==> config.mk <==
export PLATFORM = sky130hd
export DESIGN_NAME = nfa_char_matcher_top
export DESIGN_NICKNAME = d
export VERILOG_FILES = /design/src/rtl/nfacm_pkg.sv /design/src/rtl/nfacm_ram.sv /design/src/rtl/nfacm_ctrl.sv /design/src/rtl/nfacm_dp.sv /design/src/rtl/nfa_char_matcher_top.sv
export VERILOG_INCLUDE_DIRS = /design/src /design/src/rtl
export SDC_FILE = /design/constraint.sdc
export NUM_CORES = 1
export LEC_CHECK = 0
export ABC_CLOCK_PERIOD_IN_PS = 6800
export BUFFER_PORTS_ARGS = -buffer_cell sky130_fd_sc_hd__buf_4
export CAP_MARGIN = 25
export CORE_MARGIN = 1
export CORE_UTILIZATION = 40
export DETAILED_ROUTE_END_ITERATION = 10
export GPL_ROUTABILITY_DRIVEN = 1
export MAX_ROUTING_LAYER = met4
export PLACE_DENSITY = 0.63
export SYNTH_ARGS = -nofsm -noshare
export SYNTH_HDL_FRONTEND = slang
export SYNTH_SLANG_ARGS = --single-unit
==> constraint.sdc <==
create_clock -name i_clk -period 6.8 [get_ports i_clk]
set_input_delay 0.68 -clock i_clk [delete_from_list [all_inputs] [get_ports i_clk]]
set_output_delay 0.68 -clock i_clk [all_outputs]
set_load 0.005 [all_outputs]
==> src/rtl/nfa_char_matcher_top_macros.svh <==
// Assertion macros shared by the NFA matcher modules.
// Used by nfacm_ctrl and nfacm_dp; no other dependencies.
`ifndef NFA_CHAR_MATCHER_TOP_MACROS_SVH
`define NFA_CHAR_MATCHER_TOP_MACROS_SVH

// same-cycle implication, disabled while reset is low
`define NFACM_CHK_NOW(lbl, clk, rst_n, ante, cons, msg) \
    lbl: assert property (@(posedge clk) disable iff (!rst_n) (ante) |-> (cons)) \
        else $error(msg);

// next-cycle implication, disabled while reset is low
`define NFACM_CHK_NXT(lbl, clk, rst_n, ante, cons, msg) \
    lbl: assert property (@(posedge clk) disable iff (!rst_n) (ante) |=> (cons)) \
        else $error(msg);

`endif

==> src/rtl/nfacm_pkg.sv <==
// Shared types and constants for the NFA character matcher.
// No dependencies; used by nfacm_ctrl, nfacm_dp and the top level.
`timescale 1ns / 1ps
`default_nettype none

package nfacm_pkg;

    localparam int NUM_STATES    = 16;
    localparam int NUM_EDGES     = 32;
    localparam int STATE_W       = $clog2(NUM_STATES);
    localparam int LABEL_W       = 8;
    localparam int EDGE_AW       = $clog2(NUM_EDGES);
    localparam int IDX_W         = $clog2(NUM_EDGES + 1);
    localparam int ENTRY_W       = 2 * STATE_W + LABEL_W;
    localparam int OP_W          = 2;
    localparam int CFG_IDX_W     = 2;
    localparam int CFG_DATA_W    = 16;
    localparam int EDGE_COUNT_W  = 6;

    localparam logic [LABEL_W-1:0] EPS_LABEL = 8'd0;
    localparam logic [LABEL_W-1:0] ANY_LABEL = 8'd46;

    typedef enum logic [OP_W-1:0] {
        OP_START = 2'd0,
        OP_EDGE  = 2'd1,
        OP_SCAN  = 2'd2,
        OP_NONE  = 2'd3
    } t_op;

    typedef enum logic [CFG_IDX_W-1:0] {
        CFG_START = 2'd0,
        CFG_FINAL = 2'd1,
        CFG_COUNT = 2'd2
    } t_cfg_idx;

    typedef enum logic [3:0] {
        ST_IDLE = 4'b0001,
        ST_ADV  = 4'b0010,
        ST_EPS  = 4'b0100,
        ST_FIN  = 4'b1000
    } t_state;

    typedef struct packed {
        logic load_start;   // set := start state, begin closure
        logic load_scan;    // capture symbol, clear next set
        logic write_edge;
        logic run_adv;
        logic run_eps;
        logic to_eps;       // set := next set, begin closure
        logic restart;      // another closure pass
        logic out_now;      // result from current set and input last
        logic out_fin;      // result from current set and held last
    } t_dp_cmd;

    typedef struct packed {
        logic scan_done;
        logic changed;
        logic set_empty;
    } t_dp_sts;

endpackage

`default_nettype wire

==> src/rtl/nfacm_ram.sv <==
// Generic single-write, single-read RAM with registered read data.
// No dependencies.
`timescale 1ns / 1ps
`default_nettype none

module nfacm_ram #(
    parameter int WIDTH = 16,
    parameter int DEPTH = 32
) (
    input  wire logic                     i_clk,
    input  wire logic                     i_we,
    input  wire logic [$clog2(DEPTH)-1:0] i_waddr,
    input  wire logic [WIDTH-1:0]         i_wdata,
    input  wire logic [$clog2(DEPTH)-1:0] i_raddr,
    output logic      [WIDTH-1:0]         o_rdata
);

    logic [WIDTH-1:0] r_mem [DEPTH];

    always_ff @(posedge i_clk) begin
        if (i_we) begin
            r_mem[i_waddr] <= i_wdata;
        end
        o_rdata <= r_mem[i_raddr];
    end

endmodule

`default_nettype wire

==> src/rtl/nfacm_ctrl.sv <==
// Controller FSM for the NFA matcher: handshakes, op decode, scan sequencing.
// Depends on nfacm_pkg and nfa_char_matcher_top_macros.svh.
`timescale 1ns / 1ps
`default_nettype none
`include "nfa_char_matcher_top_macros.svh"

module nfacm_ctrl (
    input  wire logic                      i_clk,
    input  wire logic                      i_rst_n,
    input  wire logic                      i_in_valid,
    output logic                           o_in_stall,
    input  wire logic [nfacm_pkg::OP_W-1:0] i_op,
    output logic                           o_out_valid,
    input  wire logic                      i_out_stall,
    input  wire nfacm_pkg::t_dp_sts        i_sts,
    output nfacm_pkg::t_dp_cmd             o_cmd
);

    nfacm_pkg::t_state r_state, n_state;
    logic r_out_valid, n_out_valid;
    logic out_free;
    logic in_acc;
    logic out_load;

    assign out_free   = !r_out_valid || !i_out_stall;
    assign o_in_stall = !((r_state == nfacm_pkg::ST_IDLE) && out_free);
    assign o_out_valid = r_out_valid;
    assign out_load   = o_cmd.out_now || o_cmd.out_fin;

    always_comb begin
        o_cmd   = '0;
        n_state = r_state;
        in_acc  = 1'b0;
        unique case (r_state)
            nfacm_pkg::ST_IDLE: begin
                if (i_in_valid && out_free) begin
                    in_acc = 1'b1;
                    case (nfacm_pkg::t_op'(i_op))
                        nfacm_pkg::OP_START: begin
                            o_cmd.load_start = 1'b1;
                            n_state = nfacm_pkg::ST_EPS;
                        end
                        nfacm_pkg::OP_SCAN: begin
                            // an empty set stays empty: answer at once
                            if (i_sts.set_empty) begin
                                o_cmd.out_now = 1'b1;
                            end else begin
                                o_cmd.load_scan = 1'b1;
                                n_state = nfacm_pkg::ST_ADV;
                            end
                        end
                        nfacm_pkg::OP_EDGE: begin
                            o_cmd.write_edge = 1'b1;
                            o_cmd.out_now    = 1'b1;
                        end
                        default: begin
                            o_cmd.out_now = 1'b1;
                        end
                    endcase
                end
            end
            nfacm_pkg::ST_ADV: begin
                if (i_sts.scan_done) begin
                    o_cmd.to_eps = 1'b1;
                    n_state = nfacm_pkg::ST_EPS;
                end else begin
                    o_cmd.run_adv = 1'b1;
                end
            end
            nfacm_pkg::ST_EPS: begin
                if (i_sts.scan_done) begin
                    if (i_sts.changed) begin
                        o_cmd.restart = 1'b1;
                    end else begin
                        n_state = nfacm_pkg::ST_FIN;
                    end
                end else begin
                    o_cmd.run_eps = 1'b1;
                end
            end
            nfacm_pkg::ST_FIN: begin
                if (out_free) begin
                    o_cmd.out_fin = 1'b1;
                    n_state = nfacm_pkg::ST_IDLE;
                end
            end
            default: begin
                n_state = nfacm_pkg::ST_IDLE;
            end
        endcase
    end

    always_comb begin
        if (out_load) begin
            n_out_valid = 1'b1;
        end else if (i_out_stall) begin
            n_out_valid = r_out_valid;
        end else begin
            n_out_valid = 1'b0;
        end
    end

    always_ff @(posedge i_clk) begin
        if (!i_rst_n) begin
            r_state     <= nfacm_pkg::ST_IDLE;
            r_out_valid <= 1'b0;
        end else begin
            r_state     <= n_state;
            r_out_valid <= n_out_valid;
        end
    end

    `NFACM_CHK_NXT(a_fin_emits, i_clk, i_rst_n, (r_state == nfacm_pkg::ST_FIN) && out_free, o_out_valid && (r_state == nfacm_pkg::ST_IDLE), "finished item did not reach the output register")
    `NFACM_CHK_NXT(a_adv_to_eps, i_clk, i_rst_n, r_state == nfacm_pkg::ST_ADV, (r_state == nfacm_pkg::ST_ADV) || (r_state == nfacm_pkg::ST_EPS), "edge step left without a closure")
    `NFACM_CHK_NXT(a_scan_starts, i_clk, i_rst_n, in_acc && (i_op == nfacm_pkg::OP_SCAN) && !i_sts.set_empty, r_state == nfacm_pkg::ST_ADV, "scan of a live set did not start an edge step")

endmodule

`default_nettype wire

==> src/rtl/nfacm_dp.sv <==
// Datapath for the NFA matcher: config registers, edge table, state sets, result register.
// Depends on nfacm_pkg, nfacm_ram and nfa_char_matcher_top_macros.svh.
`timescale 1ns / 1ps
`default_nettype none
`include "nfa_char_matcher_top_macros.svh"

module nfacm_dp (
    input  wire logic                               i_clk,
    input  wire logic                               i_rst_n,
    input  wire logic                               i_cfg_we,
    input  wire logic [nfacm_pkg::CFG_IDX_W-1:0]    i_cfg_index,
    input  wire logic [nfacm_pkg::CFG_DATA_W-1:0]   i_cfg_wdata,
    input  wire logic [nfacm_pkg::EDGE_AW-1:0]      i_edge_index,
    input  wire logic [nfacm_pkg::STATE_W-1:0]      i_edge_from,
    input  wire logic [nfacm_pkg::STATE_W-1:0]      i_edge_to,
    input  wire logic [nfacm_pkg::LABEL_W-1:0]      i_edge_label,
    input  wire logic [nfacm_pkg::LABEL_W-1:0]      i_symbol,
    input  wire logic                               i_last,
    input  wire nfacm_pkg::t_dp_cmd                 i_cmd,
    output nfacm_pkg::t_dp_sts                      o_sts,
    output logic                                    o_alive,
    output logic                                    o_accept,
    output logic                                    o_string_end
);

    localparam int NS = nfacm_pkg::NUM_STATES;
    localparam int SW = nfacm_pkg::STATE_W;
    localparam int LW = nfacm_pkg::LABEL_W;
    localparam int EW = nfacm_pkg::ENTRY_W;
    localparam int IW = nfacm_pkg::IDX_W;

    logic [SW-1:0]  r_start_state;
    logic [NS-1:0]  r_final_mask;
    logic [nfacm_pkg::EDGE_COUNT_W-1:0] r_edge_count;

    logic [NS-1:0]  r_set;
    logic [NS-1:0]  r_next;
    logic [LW-1:0]  r_sym;
    logic           r_last;
    logic [IW-1:0]  r_idx;
    logic           r_pv;
    logic           r_changed;

    logic [IW-1:0]  n_use;
    logic [EW-1:0]  rd_data;
    logic [SW-1:0]  e_from;
    logic [SW-1:0]  e_to;
    logic [LW-1:0]  e_label;
    logic           eps_hit;
    logic           adv_hit;
    logic           running;

    nfacm_ram #(
        .WIDTH (EW),
        .DEPTH (nfacm_pkg::NUM_EDGES)
    ) u_edge_ram (
        .i_clk   (i_clk),
        .i_we    (i_cmd.write_edge),
        .i_waddr (i_edge_index),
        .i_wdata ({i_edge_from, i_edge_to, i_edge_label}),
        .i_raddr (r_idx[nfacm_pkg::EDGE_AW-1:0]),
        .o_rdata (rd_data)
    );

    // entries beyond the table size are not used
    always_comb begin
        if (r_edge_count > nfacm_pkg::EDGE_COUNT_W'(nfacm_pkg::NUM_EDGES)) begin
            n_use = IW'(nfacm_pkg::NUM_EDGES);
        end else begin
            n_use = IW'(r_edge_count);
        end
    end

    assign e_from  = rd_data[EW-1 -: SW];
    assign e_to    = rd_data[LW +: SW];
    assign e_label = rd_data[LW-1:0];
    assign running = i_cmd.run_adv || i_cmd.run_eps;

    assign eps_hit = i_cmd.run_eps && r_pv && (e_label == nfacm_pkg::EPS_LABEL)
                     && r_set[e_from];
    assign adv_hit = i_cmd.run_adv && r_pv && (e_label != nfacm_pkg::EPS_LABEL)
                     && ((e_label == nfacm_pkg::ANY_LABEL) || (e_label == r_sym))
                     && r_set[e_from];

    assign o_sts.scan_done = (r_idx >= n_use) && !r_pv;
    assign o_sts.changed   = r_changed;
    assign o_sts.set_empty = (r_set == '0);

    always_ff @(posedge i_clk) begin
        if (!i_rst_n) begin
            r_start_state <= '0;
            r_final_mask  <= '0;
            r_edge_count  <= '0;
        end else if (i_cfg_we) begin
            unique case (nfacm_pkg::t_cfg_idx'(i_cfg_index))
                nfacm_pkg::CFG_START: r_start_state <= i_cfg_wdata[SW-1:0];
                nfacm_pkg::CFG_FINAL: r_final_mask  <= i_cfg_wdata[NS-1:0];
                nfacm_pkg::CFG_COUNT: begin
                    r_edge_count <= i_cfg_wdata[nfacm_pkg::EDGE_COUNT_W-1:0];
                end
                default: begin
                end
            endcase
        end
    end

    // scan sequencer: one read issued per cycle, processed when the data returns
    always_ff @(posedge i_clk) begin
        if (!i_rst_n) begin
            r_idx     <= '0;
            r_pv      <= 1'b0;
            r_changed <= 1'b0;
            r_set     <= '0;
        end else begin
            if (i_cmd.load_start || i_cmd.load_scan || i_cmd.to_eps || i_cmd.restart) begin
                r_idx <= '0;
                r_pv  <= 1'b0;
            end else if (running) begin
                if (r_idx < n_use) begin
                    r_idx <= r_idx + IW'(1);
                    r_pv  <= 1'b1;
                end else begin
                    r_pv  <= 1'b0;
                end
            end

            if (i_cmd.load_start || i_cmd.to_eps || i_cmd.restart) begin
                r_changed <= 1'b0;
            end else if (eps_hit && !r_set[e_to]) begin
                r_changed <= 1'b1;
            end

            if (i_cmd.load_start) begin
                r_set <= NS'(1) << r_start_state;
            end else if (i_cmd.to_eps) begin
                r_set <= r_next;
            end else if (eps_hit) begin
                r_set[e_to] <= 1'b1;
            end
        end
    end

    always_ff @(posedge i_clk) begin
        if (i_cmd.load_scan) begin
            r_next <= '0;
            r_sym  <= i_symbol;
        end else if (adv_hit) begin
            r_next[e_to] <= 1'b1;
        end
        if (i_cmd.load_start || i_cmd.load_scan) begin
            r_last <= i_last;
        end
        if (i_cmd.out_now || i_cmd.out_fin) begin
            o_alive      <= (r_set != '0);
            o_accept     <= ((r_set & r_final_mask) != '0);
            o_string_end <= i_cmd.out_now ? i_last : r_last;
        end
    end

    `NFACM_CHK_NOW(a_pv_has_issue, i_clk, i_rst_n, r_pv, r_idx != '0, "edge data valid with no read issued")
    `NFACM_CHK_NXT(a_eps_grows, i_clk, i_rst_n, i_cmd.run_eps, (r_set & $past(r_set)) == $past(r_set), "closure pass dropped a state")
    `NFACM_CHK_NXT(a_adv_grows, i_clk, i_rst_n, i_cmd.run_adv, (r_next & $past(r_next)) == $past(r_next), "edge step dropped a target state")

endmodule

`default_nettype wire

==> src/rtl/nfa_char_matcher_top.sv <==
// Top level of the NFA character matcher: controller FSM plus datapath.
// Depends on nfacm_pkg, nfacm_ctrl, nfacm_dp (and through it nfacm_ram).
//
// channel  direction  handshake                  payload
// input    in         i_in_valid / o_in_stall    i_op, i_edge_*, i_symbol, i_last
// result   out        o_out_valid / i_out_stall  o_alive, o_accept, o_string_end
// config   in         i_cfg_we                   i_cfg_index, i_cfg_wdata
//
// n = min(edge_count, 32); P = closure passes (at least 1, the last one finds no change).
// Edge write, unused op, or scan of an empty set: result loaded at acceptance.
// Start item: P closure passes; scan item: an edge step, then P closure passes; each step
// or pass reads the n table entries, one edge table read per cycle through a single RAM port.
// Reset is synchronous: clears the state set and config registers; the edge table is not cleared.
// The result register holds through output stalls; a new item is taken when idle and it is free.
`timescale 1ns / 1ps
`default_nettype none

module nfa_char_matcher_top (
    input  wire logic                                i_clk,
    input  wire logic                                i_rst_n,
    input  wire logic                                i_in_valid,
    output logic                                     o_in_stall,
    input  wire logic [nfacm_pkg::OP_W-1:0]          i_op,
    input  wire logic [nfacm_pkg::EDGE_AW-1:0]       i_edge_index,
    input  wire logic [nfacm_pkg::STATE_W-1:0]       i_edge_from,
    input  wire logic [nfacm_pkg::STATE_W-1:0]       i_edge_to,
    input  wire logic [nfacm_pkg::LABEL_W-1:0]       i_edge_label,
    input  wire logic [nfacm_pkg::LABEL_W-1:0]       i_symbol,
    input  wire logic                                i_last,
    output logic                                     o_out_valid,
    input  wire logic                                i_out_stall,
    output logic                                     o_alive,
    output logic                                     o_accept,
    output logic                                     o_string_end,
    input  wire logic                                i_cfg_we,
    input  wire logic [nfacm_pkg::CFG_IDX_W-1:0]     i_cfg_index,
    input  wire logic [nfacm_pkg::CFG_DATA_W-1:0]    i_cfg_wdata
);

    nfacm_pkg::t_dp_cmd cmd;
    nfacm_pkg::t_dp_sts sts;

    nfacm_ctrl u_ctrl (
        .i_clk       (i_clk),
        .i_rst_n     (i_rst_n),
        .i_in_valid  (i_in_valid),
        .o_in_stall  (o_in_stall),
        .i_op        (i_op),
        .o_out_valid (o_out_valid),
        .i_out_stall (i_out_stall),
        .i_sts       (sts),
        .o_cmd       (cmd)
    );

    nfacm_dp u_dp (
        .i_clk        (i_clk),
        .i_rst_n      (i_rst_n),
        .i_cfg_we     (i_cfg_we),
        .i_cfg_index  (i_cfg_index),
        .i_cfg_wdata  (i_cfg_wdata),
        .i_edge_index (i_edge_index),
        .i_edge_from  (i_edge_from),
        .i_edge_to    (i_edge_to),
        .i_edge_label (i_edge_label),
        .i_symbol     (i_symbol),
        .i_last       (i_last),
        .i_cmd        (cmd),
        .o_sts        (sts),
        .o_alive      (o_alive),
        .o_accept     (o_accept),
        .o_string_end (o_string_end)
    );

endmodule

`default_nettype wire
==> flow_metrics.tcl, run 1 <==
set metrics [dict create \
    crit_type "flop to flop" \
    htreeDepth 2 \
    io_buffers 59 \
    fp-row-count 89 \
    min_period_over_period_pct 57.84 \
    dieArea_um2 61460 \
    antenna_found_initial 1 \
    fin_nets 1441 \
    cpLargestDelayFamily "simple AND/OR/NAND/NOR gates" \
    drive_above_1_share_pct 27.66 \
    utilization_pct 46.88 \
    post_cts_buffers 0 \
    rsz0062_at_grt "no" \
    io_pins 60 \
    core-area_um2 59350 \
    die_h_um 247.9 \
    timing.setup.tns_ps 0 \
    grt_max_degree 62 \
    vdd_drop_max_mv 0.2205 \
    syn_to_final_growth_pct 15.03 \
    syn_area_um2 24190 \
    yosysSeqAreaShare_pct 72.25 \
    clock.fmax_mhz 254.2 \
    skew_ps 38.68 \
    clock_latency_ps 640 \
    crit_arrival_ps 4160 \
    drt_first_pass_iters 5 \
    avgViaCountPerCell 5.750 \
    avgRoutedWirePerCell_um 25.31 \
    wirelength_um 55710 \
    postSynthAreaPerCell_um2 18.55 \
    finalHoldViolations 0 \
    syn_nets 1366 \
    postRouteAntennaNets 0 \
    finalPower_mw 8.089 \
    crit_path_max_fanout 16 \
    yosysWarnings 0 \
    grt_first_pass_wirelength_um 82810 \
    clk_pin_slew_ps 60 \
    slowest_delay_ps 920 \
    initial_core_util_pct 40.76 \
    cts.repair.resized 0 \
    setup_viol 0 \
    power_density_nw_per_um2 290.7 \
    async_reset_ff_share_pct 0 \
    hpwl_um 34840 \
    clock_path_buffers 3 \
    setup_slack_ps 2867 \
    start_kind "flop" \
    max_cap_viol_count 0 \
    dp_slack_ps 2871 \
    grt-ovfl-total 0 \
    yosysUniqueCellTypes 55 \
    numCtsBuffers 61 \
    vias 12660 \
    slew_headroom_pct 29.45 \
    grt_usage_pct 19.12 \
    final-max-slew-violation-count 0 \
    cts_tree "done" \
    hp-class "input pin to flop" \
    crit_slowest_cell "nor4b_2" \
    path_cells "nor4b_1 > nand3_1 > nor4b_2 > nand2_1 > nor2_2" \
    drc 0 \
    tightestPinTransition_ps 1055 \
    ys.flop_type "edfxtp_1" \
    p_leak_nw 8.526 \
    crit_buf_inv 0 \
    setup.worst_path.end_class "flop" \
    finalCriticalPeriod_ps 3933 \
    dieWidth_um 247.9 \
    cts_sinks 611 \
    synth_seq_cells 611 \
    synth_edf_count 524 \
    cts_root_buffer "clkbuf_16" \
    dr.first_iter.drc_count 1362 \
    antenna_cells 0 \
    critical_path_required_ps 7030 \
    postSynthCellCount 1304 \
    grt_pass1_vias 12570 \
    gp_congestion 0.8931 \
    hold_buffers 0 \
    nFillCells 4885 \
    status "finished, final reports clean" \
]
area by class of cell:
class                      count  area, µm²  area share, %
inverter                      10      37.54         0.1349
multi-input combinational    611       6454          23.19
timing repair buffer          84      813.3          2.923
tap                          773      967.2          3.476
clock inverter                36      451.7          1.623
sequential                   611      17490          62.85
clock buffer                  76       1614          5.801
metrics by stage:
stage                     std cells  hold slack [ps]  area (µm²)
after floorplan                1304            425.6       24190
after global placement         2078            446.4       25490
after detailed placement       2087            445.8       25700
after CTS                      2199            203.9       27770
after global routing           2201            222.9       27820
final                          2201            247.2       27820
final timing paths:
check / start / endpoint / slack [ps] / cells after the start
setup / recovery: u_ctrl.r_state[0] / u_dp.u_edge_ram.r_mem[16][8] / 2870 / 5
hold reg to reg: u_dp.r_next[7] / u_dp.r_next[7] / 460 / 2
setup reg to reg: u_ctrl.r_state[0] / u_dp.u_edge_ram.r_mem[16][8] / 2870 / 5
hold / removal: i_last / u_dp.r_last / 250 / 1
placed cells by master (no fill, tap or decap), types with 5 or more instances in the layout:
cell       synthesis  layout
buf_16             0       8
mux4_2           165     165
nor3_1            17      17
nor2_1            58      26
buf_4              2      73
nand2_1           99      99
nor4b_1            5       5
clkinv_1           0      17
o211ai_1          16      16
nand3_1            8       8
nor2_2             0      32
a311oi_1          16      16
mux2i_1           19      19
o21ai_0           38      38
ha_1               7       7
a21oi_1           44      44
nor4_1             7       7
mux2_2            17      17
nor2b_1           11      11
bufinv_16          0       9
nand4_1            5       5
clkbuf_16          0      62
nand2b_1           7       7
edfxtp_1         524     524
inv_1              9       9
xor2_1             8       8
clkbuf_1          42      13
dfxtp_1           87      83
synth_stat cells, types with 3 or more instances:
cell type | instances | share of area, %
nor3_1 | 17 | 0.35
mux4_2 | 165 | 15
a211oi_1 | 3 | 0.093
edfxtp_1 | 524 | 65
xor2_1 | 8 | 0.29
a32oi_1 | 3 | 0.11
a221oi_1 | 4 | 0.14
buf_1 | 9 | 0.14
a31oi_1 | 4 | 0.10
ha_1 | 7 | 0.36
nand4_1 | 5 | 0.13
clkbuf_1 | 42 | 0.65
mux2_2 | 17 | 0.79
a22o_1 | 4 | 0.14
o21ai_0 | 38 | 0.79
or4_1 | 3 | 0.093
or2_2 | 4 | 0.10
a21oi_1 | 44 | 0.91
dfxtp_1 | 87 | 7.2
nand2b_1 | 7 | 0.18
nand3b_1 | 3 | 0.093
mux2i_1 | 19 | 0.79
buf_2 | 19 | 0.39
nor2_1 | 58 | 0.90
o211ai_1 | 16 | 0.50
nand3_1 | 8 | 0.17
and3_1 | 4 | 0.10
a311oi_1 | 16 | 0.58
or3_1 | 4 | 0.10
inv_1 | 9 | 0.14
nor4b_1 | 5 | 0.18
nor4_1 | 7 | 0.18
nor2b_1 | 11 | 0.28
nand2_1 | 99 | 1.5
state kept, by name, indices dropped and copies added, names as in the netlist:
register / count
u_ctrl.o_out_valid: 1
u_dp.r_next: 16
u_dp.r_edge_count: 6
u_dp.r_final_mask: 16
u_dp.u_edge_ram.r_mem: 512
u_dp.o_string_end: 1
u_dp.r_set: 16
u_dp.o_alive: 1
u_dp.r_last: 1
u_dp.r_idx: 6
u_dp.r_changed: 1
u_dp.r_start_state: 4
u_ctrl.r_state: 4
u_dp.r_pv: 1
u_dp.o_accept: 1
u_dp.r_sym: 8
u_dp.u_edge_ram.o_rdata: 16
cells by family (layout without fill, tap and decap cells):
group                    after synthesis  count (layout)  share of synthesized area, %
AO/OA/AOI/OAI                        148             148                         3.910
XOR/XNOR                              10              10                        0.3621
adder cells (fa/ha/maj)                7               7                        0.3621
buffers and inverters                 82             206                         1.402
flip-flops                           611             611                         72.25
multiplexers                         201             201                         16.94
AND/OR/NAND/NOR                      245             245                         4.774
per-layer routing:
layer / track usage, % / vias up / share of wire, %
met1: 27.23 / 6574 / 44
li1: - / 5461 / -
met2: 27.93 / 536 / 45
met5: - / - / 0
met4: 5.991 / 0 / 2.6
met3: 3.428 / 84 / 8.0
power by group:
part | total (mW) | switching, mW | internal [mW]
clock | 3.44 | 1.42 | 2.02
sequential | 4.20 | 0.0795 | 4.13
combinational | 0.445 | 0.273 | 0.172
Note: power is estimated with default switching activity, not from simulation.
==> run 2: changes to the inputs <==
--- a/config.mk
+++ b/config.mk
@@ -6,7 +6,7 @@
 export SDC_FILE = /design/constraint.sdc
 export NUM_CORES = 1
 export LEC_CHECK = 0
-export ABC_CLOCK_PERIOD_IN_PS = 6800
+export ABC_CLOCK_PERIOD_IN_PS = 3450
 export BUFFER_PORTS_ARGS = -buffer_cell sky130_fd_sc_hd__buf_4
 export CAP_MARGIN = 25
 export CORE_MARGIN = 1
@@ -14,7 +14,7 @@
 export DETAILED_ROUTE_END_ITERATION = 10
 export GPL_ROUTABILITY_DRIVEN = 1
 export MAX_ROUTING_LAYER = met4
-export PLACE_DENSITY = 0.63
+export PLACE_DENSITY = 0.65
 export SYNTH_ARGS = -nofsm -noshare
 export SYNTH_HDL_FRONTEND = slang
 export SYNTH_SLANG_ARGS = --single-unit
==> constraint.sdc (replaced) <==
create_clock -name i_clk -period 3.45 [get_ports i_clk]
set_input_delay 0.345 -clock i_clk [delete_from_list [all_inputs] [get_ports i_clk]]
set_output_delay 0.345 -clock i_clk [all_outputs]
set_load 0.005 [all_outputs]
==> run 2 against run 1 <==
Against the previous run: combinational power grew 100%; fmax grew 36%; worst setup slack lost 2300 ps; total power grew 92%; clock power grew 85%; final cell count grew 2.5%; utilization grew 0.33 points; global-route usage shrank 0.24 points; register-to-register slack lost 2300 ps.
==> flow_metrics.tcl, run 2 (synthesis gave the netlist of run 1 again) <==
set metrics [dict create \
    wirelength_um 55400 \
    avgViaCountPerCell 5.678 \
    io_buffers 59 \
    start_kind "flop" \
    grt_first_pass_wirelength_um 82340 \
    max_cap_viol_count 0 \
    antenna_cells 0 \
    power_density_nw_per_um2 554.4 \
    fin_nets 1496 \
    rsz0062_at_grt "no" \
    vias 12810 \
    skew_ps 19.73 \
    grt_usage_pct 18.88 \
    timing.setup.tns_ps 0 \
    largest_reg_flops 512 \
    layout_commonest_cell "edfxtp_1" \
    crit_arrival_ps 3200 \
    clk_pin_slew_ps 70 \
    crit_type "flop to flop" \
    finalCriticalPeriod_ps 2889 \
    dieArea_um2 61460 \
    finalHoldViolations 0 \
    final-max-slew-violation-count 0 \
    final_cell_mix "edfxtp_1, mux4_2, buf_4" \
    slew_headroom_pct 36.33 \
    cts_tree "done" \
    drt_first_pass_iters 5 \
    hpwl_um 33010 \
    initial_core_util_pct 40.76 \
    post_cts_buffers 0 \
    p_leak_nw 8.701 \
    die_h_um 247.9 \
    min_period_over_period_pct 83.75 \
    clock_latency_ps 640 \
    avgRoutedWirePerCell_um 24.57 \
    clock_path_buffers 3 \
    nFillCells 4905 \
    crit_path_max_fanout 16 \
    postRouteAntennaNets 0 \
    cts_root_buffer "clkbuf_16" \
    drc 0 \
    clock.fmax_mhz 346.1 \
    setup.worst_path.end_class "flop" \
    tightestPinTransition_ps 941.7 \
    drive_above_1_share_pct 28.88 \
    fp-row-count 89 \
    io_pins 60 \
    syn_to_final_growth_pct 15.83 \
    numCtsBuffers 59 \
    status "finished, final reports clean" \
    regMostFlops "u_dp.u_edge_ram.r_mem" \
    grt_pass1_vias 12960 \
    hp-class "input pin to flop" \
    gp_congestion 0.8754 \
    htreeDepth 2 \
    antenna_found_initial 0 \
    dieWidth_um 247.9 \
    finalPower_mw 15.53 \
    vdd_drop_max_mv 0.4038 \
    grt_max_degree 132 \
    grt-ovfl-total 0 \
    cts_sinks 611 \
    critical_path_required_ps 3760 \
    whs_ps 131.6 \
    setup_viol 0 \
    core-area_um2 59350 \
    dr.first_iter.drc_count 1247 \
]
==> run 2: cell types whose count changed in the layout (fill, tap and decap cells not counted), moves of 4 or more <==
cell | previous run | this run
buf_12 | 0 | 4
buf_16 | 8 | 0
buf_4 | 73 | 111
clkinv_2 | 2 | 10
dlygate4sd3_1 | 0 | 26
==> run 2: path summary, 6_finish.rpt <==
| path | start | to | slack, ps | cells past startpoint |
|---|---|---|---|---|
| hold / removal | i_edge_from[3] | u_dp.u_edge_ram.r_mem[11][15] | 130 | 1 |
| setup / recovery | u_ctrl.r_state[0] | u_dp.u_edge_ram.r_mem[28][10] | 560 | 6 |
| hold reg to reg | u_dp.r_next[12] | u_dp.r_next[12] | 460 | 2 |
| setup reg to reg | u_ctrl.r_state[0] | u_dp.u_edge_ram.r_mem[28][10] | 560 | 6 |
==> run 2: what timing repair did <==
action	4_1_cts	5_1_grt
hold endpoints to repair	39	0
hold buffers	26	0
resized for setup	0	0
==> run 2: per-stage QoR <==
step | cells | area, µm² | util (%) | setup slack (ps)
finish | 2255 | 28020 | 47.21 | 560.7
global placement | 2119 | 25850 | 43.55 | 604.8
global route | 2255 | 28020 | 47.21 | 334.0
CTS | 2254 | 28010 | 47.19 | 510.2
floorplan | 1304 | 24190 | - | 445.5
detailed placement | 2119 | 25850 | 43.55 | 536.3
==> run 2: final cells by class <==
type	instances	area (µm²)	area share, %
Clock buffer	71	1531	5.466
Clock inverter	38	367.9	1.313
Inverter	10	37.54	0.1340
Multi-Input combinational cell	611	6454	23.03
Sequential cell	611	17490	62.41
Tap cell	773	967.2	3.452
Timing Repair Buffer	141	1174	4.189
==> run 2: worst max-delay path: stages, from the launching register on <==
cell	delay [ps]
dfxtp_1	500
nor4b_1	600
and3_1	310
and4b_1	440
nand3_1	280
nor2_2	140
buf_4	280
==> run 2: layer usage <==
layer  part of all wire [%]  track usage [%]
met2                     48            29.39
met3                    6.9            3.363
met5                      0                -
met1                     43            25.59
met4                    2.3            5.179
==> run 2: report_power, final <==
| part | internal [mW] | switching (mW) | total (mW) |
|---|---|---|---|
| registers | 8.13 | 0.155 | 8.28 |
| clock network | 3.62 | 2.74 | 6.35 |
| logic | 0.366 | 0.528 | 0.894 |
| total | 12.1 | 3.42 | 15.5 |
